**config.mk**
```make
export PLATFORM = sky130hd
export DESIGN_NAME = flr_queue
export DESIGN_NICKNAME = d
export VERILOG_FILES = /design/src/sv/flr_pkg.sv /design/src/sv/flr_queue.sv
export SDC_FILE = /design/constraint.sdc
export NUM_CORES = 1
export LEC_CHECK = 0
export BUFFER_PORTS_ARGS = -buffer_cell sky130_fd_sc_hd__buf_2
export CAP_MARGIN = 30
export CORE_UTILIZATION = 47
export DETAILED_ROUTE_END_ITERATION = 6
export PLACE_DENSITY_LB_ADDON = 0.1
export SETUP_SLACK_MARGIN = 0.1
export SLEW_MARGIN = 10
export SYNTH_ARGS = -nofsm -noshare
export SYNTH_HDL_FRONTEND = slang
export SYNTH_SLANG_ARGS = --single-unit
```
**constraint.sdc**
```tcl
create_clock -name clock -period 4.59 [get_ports clock]
set_input_delay 0.2295 -clock clock [delete_from_list [all_inputs] [get_ports clock]]
set_output_delay 0.2295 -clock clock [all_outputs]
set_load 0.1 [all_outputs]
```
**src/sv/flr_pkg.sv**
```systemverilog
`timescale 1ns / 1ps

package flr_pkg;

   localparam int COL_W    = 8;
   localparam int ROW_W    = 7;
   localparam int WIDTH_W  = 9;
   localparam int HEIGHT_W = 8;
   localparam int COORD_W  = 10;
   localparam int LUM_W    = 8;
   localparam int ERR_W    = 10;
   localparam int MODE_W   = 2;
   localparam int CSR_INDEX_W = 1;
   localparam int CSR_DATA_W  = 9;

   localparam logic [MODE_W-1:0] OP_CLEAR = 2'd0;
   localparam logic [MODE_W-1:0] OP_POINT = 2'd1;
   localparam logic [MODE_W-1:0] OP_LINE  = 2'd2;
   localparam logic [MODE_W-1:0] OP_READ  = 2'd3;

   localparam logic STATUS_DONE   = 1'b0;
   localparam logic STATUS_REJECT = 1'b1;

   localparam logic [CSR_INDEX_W-1:0] REG_CANVAS_WIDTH  = 1'd0;
   localparam logic [CSR_INDEX_W-1:0] REG_CANVAS_HEIGHT = 1'd1;

   localparam logic [WIDTH_W-1:0]  CANVAS_WIDTH_RESET  = 9'd80;
   localparam logic [HEIGHT_W-1:0] CANVAS_HEIGHT_RESET = 8'd24;

   localparam logic [LUM_W-1:0] CLEAR_LOWER_LUM = 8'd15;
   localparam logic [LUM_W-1:0] CLEAR_UPPER_LUM = 8'd0;

   localparam int QUEUE_DEPTH = 2;

   // A classified command as it travels from the front end to the drawing engine.
   typedef struct packed {
      logic [MODE_W-1:0]       op;
      logic                    reject;
      logic [COL_W-1:0]        x0;
      logic [ROW_W-1:0]        y0;
      logic [COL_W-1:0]        x1;
      logic [ROW_W-1:0]        y1;
      logic [COL_W-1:0]        dx;
      logic [ROW_W-1:0]        dy;
      logic                    step_x_neg;
      logic                    step_y_neg;
      logic signed [ERR_W-1:0] err0;
      logic [LUM_W-1:0]        lum;
      logic [WIDTH_W-1:0]      width;
      logic [HEIGHT_W-1:0]     height;
   } cmd_type;

endpackage

```
**src/sv/flr_queue.sv**
```systemverilog
`timescale 1ns / 1ps

module flr_queue (
   input  logic             clock,
   input  logic             reset,
   input  logic             push,
   input  flr_pkg::cmd_type push_cmd,
   output logic             full,
   input  logic             pop,
   output logic             not_empty,
   output flr_pkg::cmd_type head
);

   localparam int PTR_W = (flr_pkg::QUEUE_DEPTH > 1) ? $clog2(flr_pkg::QUEUE_DEPTH) : 1;
   localparam int CNT_W = $clog2(flr_pkg::QUEUE_DEPTH + 1);
   localparam logic [PTR_W-1:0] LAST_PTR  = PTR_W'(flr_pkg::QUEUE_DEPTH - 1);
   localparam logic [CNT_W-1:0] FULL_CNT  = CNT_W'(flr_pkg::QUEUE_DEPTH);

   flr_pkg::cmd_type     entry_ff [flr_pkg::QUEUE_DEPTH];
   logic [PTR_W-1:0]     wr_ptr_ff;
   logic [PTR_W-1:0]     wr_ptr_in;
   logic [PTR_W-1:0]     rd_ptr_ff;
   logic [PTR_W-1:0]     rd_ptr_in;
   logic [CNT_W-1:0]     count_ff;
   logic [CNT_W-1:0]     count_in;

   always_comb begin
      full      = (count_ff == FULL_CNT);
      not_empty = (count_ff != '0);
      head      = entry_ff[rd_ptr_ff];
      wr_ptr_in = wr_ptr_ff;
      rd_ptr_in = rd_ptr_ff;
      count_in  = count_ff;
      if (push) begin
         wr_ptr_in = (wr_ptr_ff == LAST_PTR) ? '0 : wr_ptr_ff + 1'b1;
      end
      if (pop) begin
         rd_ptr_in = (rd_ptr_ff == LAST_PTR) ? '0 : rd_ptr_ff + 1'b1;
      end
      if (push && !pop) begin
         count_in = count_ff + 1'b1;
      end else if (pop && !push) begin
         count_in = count_ff - 1'b1;
      end
   end

   always_ff @(posedge clock) begin
      if (reset) begin
         wr_ptr_ff <= '0;
         rd_ptr_ff <= '0;
         count_ff  <= '0;
      end else begin
         wr_ptr_ff <= wr_ptr_in;
         rd_ptr_ff <= rd_ptr_in;
         count_ff  <= count_in;
      end
   end

   always_ff @(posedge clock) begin
      if (push) begin
         entry_ff[wr_ptr_ff] <= push_cmd;
      end
   end

endmodule

```
==> results.yml <==
outcome:
  outcome: "completed"
global_routing:
  grt_max_degree: 61
  grt_usage_pct: 17.1
  antenna_found_initial: 0
  grt.overflow.total: 0
  grt_pass1_wl_mm: 17.6
  grt_pass1_vias: 3645
power_and_ir_drop:
  p_clk_share_pct: 32.5
  switching_share_pct: 31.8
  seqPwrFrac_pct: 44.5
  internal_power_mw: 2.92
  p_switching_mw: 1.36
  p_leak_nw: 3.38
  peakVddDrop_uv: 315
  powerDensity_nw_per_um2: 484
  p_comb_share_pct: 23.0
timing:
  finClkSkew_ns: 0.00568
  fmax_ghz: 0.373
  period_share_pct: 58.5
  drv_slew: 0
  setup_ws_ns: 1.91
  worst_pin_slew_ns: 0.844
  setup_violations: 0
  grt_setup_unrepaired: "false"
  slew_headroom_pct: 43.7
  fin_crit_ns: 2.68
  tns_ns: 0
  hold_violations: 0
detailed_routing:
  num_vias: 3506
  drc: 0
  firstDrtPassIters: 4
  first_iter_violations: 173
  wl_mm: 11.3
  vias_per_cell: 4.68
  routedWlPerCell_microns: 15.1
  detail-route-antenna-nets: 0
hold_path:
  holdPathStages: 2
  hold_class: "input port to flip-flop"
  min_to: "count_ff[1]"
  hold_start: "reset"
synthesis:
  synth-seq-area-share_pct: 82.0
  synth_fa_ha_area_share_pct: 0.197
  syn_nets: 376
  netlist_area_sq_um: 6350
  synth_top_family_by_area: "multiplexers"
  synth_xor_area_share_pct: 0.552
  yosysWarnings: 0
  ys_types: 18
  synthMuxAreaShare_pct: 15.1
  synth_compound_area_share_pct: 0.158
  synth_flop_cell: "edfxtp_1"
  ys_ff_latch: 175
  syn_avg_cell_area_sq_um: 22.2
  synth-edff-count: 170
  synthCells: 286
  synth-simple-area-share_pct: 0.729
  ys_async_sr_fraction_pct: 0
worst_setup_path:
  cp.arrival_ns: 2.45
  crit_type: "flip-flop to output pin"
  r2r-start: "wr_ptr_ff"
  ff2ff_setup_slack_ns: 2.57
  start_kind: "flip-flop"
  end_kind: "output pin"
  cp.required_ns: 4.36
  path_max_fanout: 60
  r2r_end: "entry_ff[1][30]"
  ff2ff_path_depth: 2
flow_run:
  drv_cap: 0
floorplanning:
  fp.dieArea_sq_um: 14000
  ioPinCount: 176
  fp.dieH_microns: 118
  initial_core_util_pct: 48.1
  rows: 42
  coreArea_sq_um: 13200
  die-width_microns: 118
layout:
  finish.utilization_pct: 67.2
  area_growth_pct: 39.6
  drive_gt1_share_pct: 42.9
  layout.nets: 650
  antenna_cells: 0
cts:
  clock-root-buffer: "clkbuf_16"
  cts_tree: "yes"
  clk_pin_slew_ns: 0.06
  cts_setup_buffers: 0
  cts_sinks: 175
  cts_buffers: 17
  cts.path.max_buffers: 2
  htreeDepth: 4
  clock_latency_ns: 0.42
placement:
  place.port_buffers: 175
  place_congestion: 0.696
  dp_hpwl_mm: 6.75
  dp_slack_ns: 2.28
[logic make-up after synthesis]
kind of cell / count (synthesis)
simple gates: 9
xor+xnor: 4
fa+ha+maj: 1
compound gates: 2
mux: 85
buf+inv: 10
flops: 175
[flip-flops by register name, indices dropped and copies added (netlist names), named ones only]
name       count
entry_ff     170
count_ff       2
rd_ptr_ff      1
wr_ptr_ff      1
[synthesized netlist by cell type, types with 2 or more instances]
cell type | n | area [sq um]
xnor2_1 | 2 | 17.5
nor2b_1 | 2 | 12.5
dfxtp_1 | 5 | 100
mux2_2 | 35 | 394
mux2_1 | 50 | 563
buf_2 | 3 | 15.0
edfxtp_1 | 170 | 5100
nor2_1 | 4 | 15.0
buf_6 | 5 | 56.3
xor2_1 | 2 | 17.5
[stage by stage]
step	hold slack (ns)	instances	area, sq um	power [mW]
2_1_floorplan	0.299	286	6350	2.72
3_3_place_gp	0.417	631	7410	2.87
3_5_place_dp	0.421	632	7430	2.88
4_1_cts	0.00594	749	8860	4.33
5_1_grt	0.00793	749	8860	4.42
6_report	0.0250	749	8860	4.29
[critical path: stages, from the launching register on]
cell	delay (ns)
dfxtp_4	0.88
buf_4	0.46
mux2_2	0.39
buf_2	0.29
[how the worst max path moves through the flow]
stage,end,slack (ns),startpoint
after global routing,head[38],1.74,flip-flop
after CTS,head[67],1.82,flip-flop
after floorplan,entry_ff[0][0],1.61,wr_ptr_ff
after detailed placement,head[67],2.28,flip-flop
final,head[67],1.91,flip-flop
after global placement,head[67],2.31,flip-flop
[power by group through the flow]
stage | Sequential [mW] | Clock (mW) | Combinational, mW
2_1_floorplan | 1.92 | 0 | 0.801
3_3_place_gp | 1.94 | 0 | 0.926
3_5_place_dp | 1.94 | 0 | 0.933
4_1_cts | 1.91 | 1.42 | 0.993
5_1_grt | 1.92 | 1.48 | 1.02
6_report | 1.91 | 1.39 | 0.988
[repair_timing]
item | CTS | global route
hold buffers | 85 | 0
hold endpoints to repair | 170 | 0
resized for setup | 0 | 0
[layout by cell type (no fill, tap or decap), types with 2 or more instances in the layout]
master / netlist / routed
clkinv_2: 0 / 5
xnor2_1: 2 / 2
buf_4: 1 / 2
mux2_1: 50 / 50
nor2_1: 4 / 4
edfxtp_1: 170 / 170
dlygate4sd3_1: 0 / 85
mux2_2: 35 / 35
clkbuf_1: 0 / 2
clkinvlp_4: 0 / 2
buf_2: 3 / 175
clkbuf_16: 0 / 17
dfxtp_1: 5 / 4
clkinv_1: 0 / 2
xor2_1: 2 / 2
bufinv_16: 0 / 3
buf_12: 0 / 2
[per-layer routing]
layer	vias to the layer above	GRT usage, %	wire length (microns)
li1	1679	-	-
met3	19	6.85	746
met1	1690	20.0	4710
met4	0	8.09	206
met2	118	27.6	5670
met5	-	0	0
[layout make-up]
class | instances | area, sq um
clock inverters | 13 | 146
inverters | 1 | 3.75
fillers | 944 | 4330
multi-input cells | 101 | 1070
clock buffers | 19 | 433
repair buffers | 264 | 1780
flip-flops and latches | 175 | 5210
well taps | 176 | 220
No activity file was read; power rests on OpenSTA's default activity.
