**src/sv/flr_pkg.sv**
```systemverilog
`timescale 1ns / 1ps

package flr_pkg;

   localparam int COL_W    = 8;
   localparam int ROW_W    = 7;
   localparam int WIDTH_W  = 9;
   localparam int HEIGHT_W = 8;
   localparam int COORD_W  = 10;
   localparam int LUM_W    = 8;
   localparam int ERR_W    = 10;
   localparam int MODE_W   = 2;
   localparam int CSR_INDEX_W = 1;
   localparam int CSR_DATA_W  = 9;

   localparam logic [MODE_W-1:0] OP_CLEAR = 2'd0;
   localparam logic [MODE_W-1:0] OP_POINT = 2'd1;
   localparam logic [MODE_W-1:0] OP_LINE  = 2'd2;
   localparam logic [MODE_W-1:0] OP_READ  = 2'd3;

   localparam logic STATUS_DONE   = 1'b0;
   localparam logic STATUS_REJECT = 1'b1;

   localparam logic [CSR_INDEX_W-1:0] REG_CANVAS_WIDTH  = 1'd0;
   localparam logic [CSR_INDEX_W-1:0] REG_CANVAS_HEIGHT = 1'd1;

   localparam logic [WIDTH_W-1:0]  CANVAS_WIDTH_RESET  = 9'd80;
   localparam logic [HEIGHT_W-1:0] CANVAS_HEIGHT_RESET = 8'd24;

   localparam logic [LUM_W-1:0] CLEAR_LOWER_LUM = 8'd15;
   localparam logic [LUM_W-1:0] CLEAR_UPPER_LUM = 8'd0;

   localparam int QUEUE_DEPTH = 2;

   // A classified command as it travels from the front end to the drawing engine.
   typedef struct packed {
      logic [MODE_W-1:0]       op;
      logic                    reject;
      logic [COL_W-1:0]        x0;
      logic [ROW_W-1:0]        y0;
      logic [COL_W-1:0]        x1;
      logic [ROW_W-1:0]        y1;
      logic [COL_W-1:0]        dx;
      logic [ROW_W-1:0]        dy;
      logic                    step_x_neg;
      logic                    step_y_neg;
      logic signed [ERR_W-1:0] err0;
      logic [LUM_W-1:0]        lum;
      logic [WIDTH_W-1:0]      width;
      logic [HEIGHT_W-1:0]     height;
   } cmd_type;

endpackage

```
**src/sv/flr_front.sv**
```systemverilog
`timescale 1ns / 1ps

module flr_front #(
   parameter int MAX_COLUMNS = 256,
   parameter int MAX_ROWS    = 128
) (
   input  logic                                 req_valid,
   output logic                                 req_ready,
   input  logic [flr_pkg::MODE_W-1:0]           req_mode,
   input  logic signed [flr_pkg::COORD_W-1:0]   req_start_x,
   input  logic signed [flr_pkg::COORD_W-1:0]   req_start_y,
   input  logic signed [flr_pkg::COORD_W-1:0]   req_end_x,
   input  logic signed [flr_pkg::COORD_W-1:0]   req_end_y,
   input  logic [flr_pkg::LUM_W-1:0]            req_brightness,
   input  logic [flr_pkg::WIDTH_W-1:0]          canvas_width,
   input  logic [flr_pkg::HEIGHT_W-1:0]         canvas_height,
   input  logic                                 queue_full,
   output logic                                 push,
   output flr_pkg::cmd_type                     cmd
);

   localparam logic [flr_pkg::WIDTH_W-1:0]  COL_LIMIT = flr_pkg::WIDTH_W'(MAX_COLUMNS);
   localparam logic [flr_pkg::HEIGHT_W-1:0] ROW_LIMIT = flr_pkg::HEIGHT_W'(MAX_ROWS);

   logic [flr_pkg::WIDTH_W-1:0]  eff_width;
   logic [flr_pkg::HEIGHT_W-1:0] eff_height;
   logic                         start_on;
   logic                         end_on;
   logic [flr_pkg::COL_W-1:0]    x0;
   logic [flr_pkg::COL_W-1:0]    x1;
   logic [flr_pkg::ROW_W-1:0]    y0;
   logic [flr_pkg::ROW_W-1:0]    y1;
   logic [flr_pkg::COL_W-1:0]    dx;
   logic [flr_pkg::ROW_W-1:0]    dy;
   logic [flr_pkg::ERR_W-1:0]    half_dx;
   logic [flr_pkg::ERR_W-1:0]    half_dy;

   function automatic logic on_canvas(
      input logic signed [flr_pkg::COORD_W-1:0] x,
      input logic signed [flr_pkg::COORD_W-1:0] y,
      input logic [flr_pkg::WIDTH_W-1:0]        w,
      input logic [flr_pkg::HEIGHT_W-1:0]       h
   );
      return !x[flr_pkg::COORD_W-1] && !y[flr_pkg::COORD_W-1] &&
             (x[flr_pkg::COORD_W-2:0] < w) &&
             (y[flr_pkg::COORD_W-2:0] < {1'b0, h});
   endfunction

   always_comb begin
      eff_width  = (canvas_width > COL_LIMIT) ? COL_LIMIT : canvas_width;
      eff_height = (canvas_height > ROW_LIMIT) ? ROW_LIMIT : canvas_height;
      start_on   = on_canvas(req_start_x, req_start_y, eff_width, eff_height);
      end_on     = on_canvas(req_end_x, req_end_y, eff_width, eff_height);

      // Once a point is known to be on the canvas its coordinates fit these widths.
      x0 = req_start_x[flr_pkg::COL_W-1:0];
      y0 = req_start_y[flr_pkg::ROW_W-1:0];
      x1 = req_end_x[flr_pkg::COL_W-1:0];
      y1 = req_end_y[flr_pkg::ROW_W-1:0];
      dx = (x1 > x0) ? x1 - x0 : x0 - x1;
      dy = (y1 > y0) ? y1 - y0 : y0 - y1;
      half_dx = {3'b000, dx[flr_pkg::COL_W-1:1]};
      half_dy = {4'b0000, dy[flr_pkg::ROW_W-1:1]};

      cmd.op         = req_mode;
      cmd.x0         = x0;
      cmd.y0         = y0;
      cmd.x1         = x1;
      cmd.y1         = y1;
      cmd.dx         = dx;
      cmd.dy         = dy;
      cmd.step_x_neg = !(x0 < x1);
      cmd.step_y_neg = !(y0 < y1);
      // The error starts at half the major delta, negative when rows lead.
      cmd.err0       = (dx > {1'b0, dy}) ? half_dx : (~half_dy + 10'd1);
      cmd.lum        = req_brightness;
      cmd.width      = eff_width;
      cmd.height     = eff_height;

      unique case (req_mode)
         flr_pkg::OP_CLEAR: cmd.reject = 1'b0;
         flr_pkg::OP_POINT: cmd.reject = !start_on;
         flr_pkg::OP_LINE:  cmd.reject = !(start_on && end_on);
         flr_pkg::OP_READ:  cmd.reject = !start_on;
         default:           cmd.reject = 1'b0;
      endcase

      req_ready = !queue_full;
      push      = req_valid && !queue_full;
   end

endmodule

```
**config.mk**
```make
export PLATFORM = sky130hd
export DESIGN_NAME = flr_front
export DESIGN_NICKNAME = d
export VERILOG_FILES = /design/src/sv/flr_pkg.sv /design/src/sv/flr_front.sv
export SDC_FILE = /design/constraint.sdc
export NUM_CORES = 1
export LEC_CHECK = 0
export ABC_CLOCK_PERIOD_IN_PS = 4530
export BUFFER_PORTS_ARGS = -buffer_cell sky130_fd_sc_hd__buf_2
export CAP_MARGIN = 25
export CORE_MARGIN = 4
export CORE_UTILIZATION = 44
export DETAILED_ROUTE_END_ITERATION = 8
export GPL_TIMING_DRIVEN = 1
export PLACE_DENSITY = 0.82
export SLEW_MARGIN = 15
export SYNTH_ARGS = -nofsm -noshare
export SYNTH_HDL_FRONTEND = slang
export SYNTH_SLANG_ARGS = --single-unit
```
**constraint.sdc**
```tcl
create_clock -name vclk -period 4.53
set_clock_uncertainty 0.15 [all_clocks]
set_input_delay 0.6795 -clock vclk [all_inputs]
set_output_delay 0.6795 -clock vclk [all_outputs]
set_load 0.1 [all_outputs]
```
==> results.txt <==
The total of buffers placed on input and output ports came out at 140. After detailed routing, the average wire length per cell comes to 16.0 um. The area of the die is 8030 sq um.

Adding up every negative setup slack in the final design gives -3.86 ns. Yosys mapped the design onto 69 distinct sky130hd cell types. The placed cell area was 4560 sq um. Setup violations remaining at the end of the flow were counted as 10. For the worst setup path, the data arrival time is 4.11 ns.

Of the cells placed in the final design, the portion with a size suffix greater than 1 is 54.9%. Static timing analysis puts the maximum clock frequency at 202 MHz. Ranked by instance count, the synthesized netlist is headed by ha_1, inv_1, buf_4.

The worst relative slew slack is 36.3%. Global routing finished with a remaining overflow of 0. In the synthesized netlist, the number of instances is 370. The run gives 0 as the post-route antenna net violation count. Yosys printed 0 warnings.

The share of synthesized area in the top cell type comes to 29.0%. The logs give 29 for the number of core rows and 0 for the max-slew violation count. The via count of the first global-routing pass is 3449.

The critical path start-end classification was input port to output port. The detailed router finished its first iteration with 163 violations. Global routing used 23.6% of the available tracks. Across the run, the number of max-cap violations was 0. Summed over all layers, the routed wires come to 10300 um. The run gives 156 as the boundary pin count. The biggest area contributor in the post-synthesis netlist is ha_1.

Once the floorplan was initialized, standard cells occupied 45.6% of the core. The number of fill cells in the layout is 437, and the finished layout cell area is 4800 sq um. For the pin with the worst max-slew slack, the measured transition is 0.941 ns.

The tools report the startpoint of the tightest hold check path as req_brightness[6]. IR analysis of the VDD net gives a maximum drop of 0.000290 V. The worst hold path belongs to the class input port to output port. The total via count after detailed routing was 3338. In this run the power density over the cells is 449 nW/um^2. The share of the clock period used by the worst path after layout was 109%.

STA classifies the critical path startpoint as an input port. The first global-routing pass estimated 15600 um of wire. Yosys instantiated no cell more often than ha_1.

In this run the standard cell core region covers 6420 sq um. The leakage power figure is 2.65 nW. For this run, design rule violations remaining after detail routing come to 0.

Sequential cells were found to cover 0% of the synthesized design area. The worst hold endpoint is cmd[23]. Setup repair after global routing could not meet its margin everywhere. In the finished layout, the clock tree contains a buffer count of 0. Ranked by total cell area, the synthesized netlist is headed by ha_1, buf_4, inv_1, a21oi_1, a21o_1. The flow ran to the end, but the final reports show violations. Prior to clock tree synthesis, the placed netlist has a worst setup slack of -0.527 ns. The cell depth of the worst min-delay path was 0. From synthesis to final layout, the design area changed by 63.6%. In this run the cell area of the synthesized design comes to 2930 sq um. The pin count of the biggest net entering global routing was 10; the die height was 89.6 um. The worst setup path is captured at an output port. For the number of hold buffers added after CTS, the log shows 0. Using the TritonRoute via totals, the vias-per-cell ratio works out to 5.20. The initial antenna violation count came out at 0. The run gives 0 as the antenna diode count.

The final worst hold slack is 1.21 ns, and the first-pass iteration count of the detailed router is 4. The hold violation count in the final report is 0, and the sequential standard cell area is 0 sq um. The tools report the number of flip-flops and latches as 0.

A synthesized cell averages 7.92 sq um. At the end of the flow, the number of nets in the layout was 708. The die is 89.6 um wide. Summed over all nets, the half-perimeter wirelength after detailed placement is 8470 um. The congestion estimate from routability-driven global placement came to 0.930.

Along the worst path, the maximum fanout reaches 7. The worst setup slack after layout was -0.411 ns. When the netlist entered floorplanning its net count stood at 511. Critical path required time: 3.70 ns.

The checks that failed: setup timing. After layout, the minimum clock period comes to 4.94 ns.
==> cell type report <==
cell class / instances / area [sq um] / area share, %
Multi-Input combinational cell: 259 / 2760 / 57.6
Timing Repair Buffer: 243 / 1690 / 35.1
Inverter: 63 / 254 / 5.30
Tap cell: 77 / 96.3 / 2.01
==> where the power goes <==
group          leakage [nW]  switching (mW)  internal [mW]
Sequential                0               0              0
Combinational          2.65            1.38          0.775
Clock                     0               0              0
Total                  2.65            1.38          0.775
==> stage by stage <==
step | cells | util (%) | total power, mW
after global placement | 632 | 71.0 | 1.98
final | 642 | 74.7 | 2.15
after detailed placement | 632 | 71.0 | 2.03
after global routing | 642 | 74.7 | 2.24
after floorplan | 370 | - | 1.48
after CTS | 639 | 73.6 | 2.12
==> layout by cell type, fill, tap and decap left out, types with 7 or more instances in the layout <==
cell,count
o21ai_0,9
buf_12,14
buf_4,101
buf_2,127
mux2_4,7
inv_1,57
ha_4,9
a21o_1,14
nor2_1,7
nand2_1,26
a21oi_1,20
ha_1,59
==> per-layer routing <==
layer | share of wire, % | global-route usage [%] | vias to the layer above
li1 | - | - | 1629
met1 | 37 | 27.2 | 1550
met2 | 55 | 47.2 | 131
met3 | 4.7 | 1.09 | 28
met4 | 3.2 | 5.14 | 0
met5 | 0 | 0 | -
==> worst max-delay path, stage by stage <==
cell and delay (ns):
buf_2 0.09, inv_1 0.04, ha_1 0.35, a21oi_2 0.25, a21boi_2 0.10, o31a_1 0.40
buf_4 0.18, buf_4 0.14, mux2i_4 0.18, xor2_2 0.17, ha_1 0.34, a21oi_2 0.19
a2bb2oi_2 0.20, a21oi_4 0.10, nor2_8 0.20, mux2_4 0.33, buf_12 0.17
==> kinds of logic (layout without fill, tap and decap cells) <==
family	Yosys count	after routing	synth area share, %
xor gates and xnor gates	15	15	6.15
AOI/OAI and AO/OA	87	87	21.2
adders and majority gates	72	72	31.8
muxes	19	19	7.47
and+or+nand+nor	66	66	13.3
buffers and inverters	111	306	20.1
==> worst max-delay path by stage <==
stage	slack [ns]	endpoint	cells after the start	start
3_3_place_gp	-0.41	cmd[26]	19	req_end_x[0]
6_report	-0.41	cmd[26]	17	req_start_y[2]
2_1_floorplan	-1.34	cmd[32]	17	req_end_x[0]
5_1_grt	-0.56	cmd[26]	19	req_start_y[2]
3_5_place_dp	-0.53	cmd[26]	21	req_end_x[0]
4_1_cts	-0.30	cmd[26]	20	req_end_x[0]
==> repair_timing <==
item	in CTS	in global routing
setup buffers	7	3
endpoints found under the setup margin	10	10
endpoints found under the hold margin	0	0
gates resized for setup	17	7
pin swaps	18	9
No activity file was read; power rests on OpenSTA's default activity.
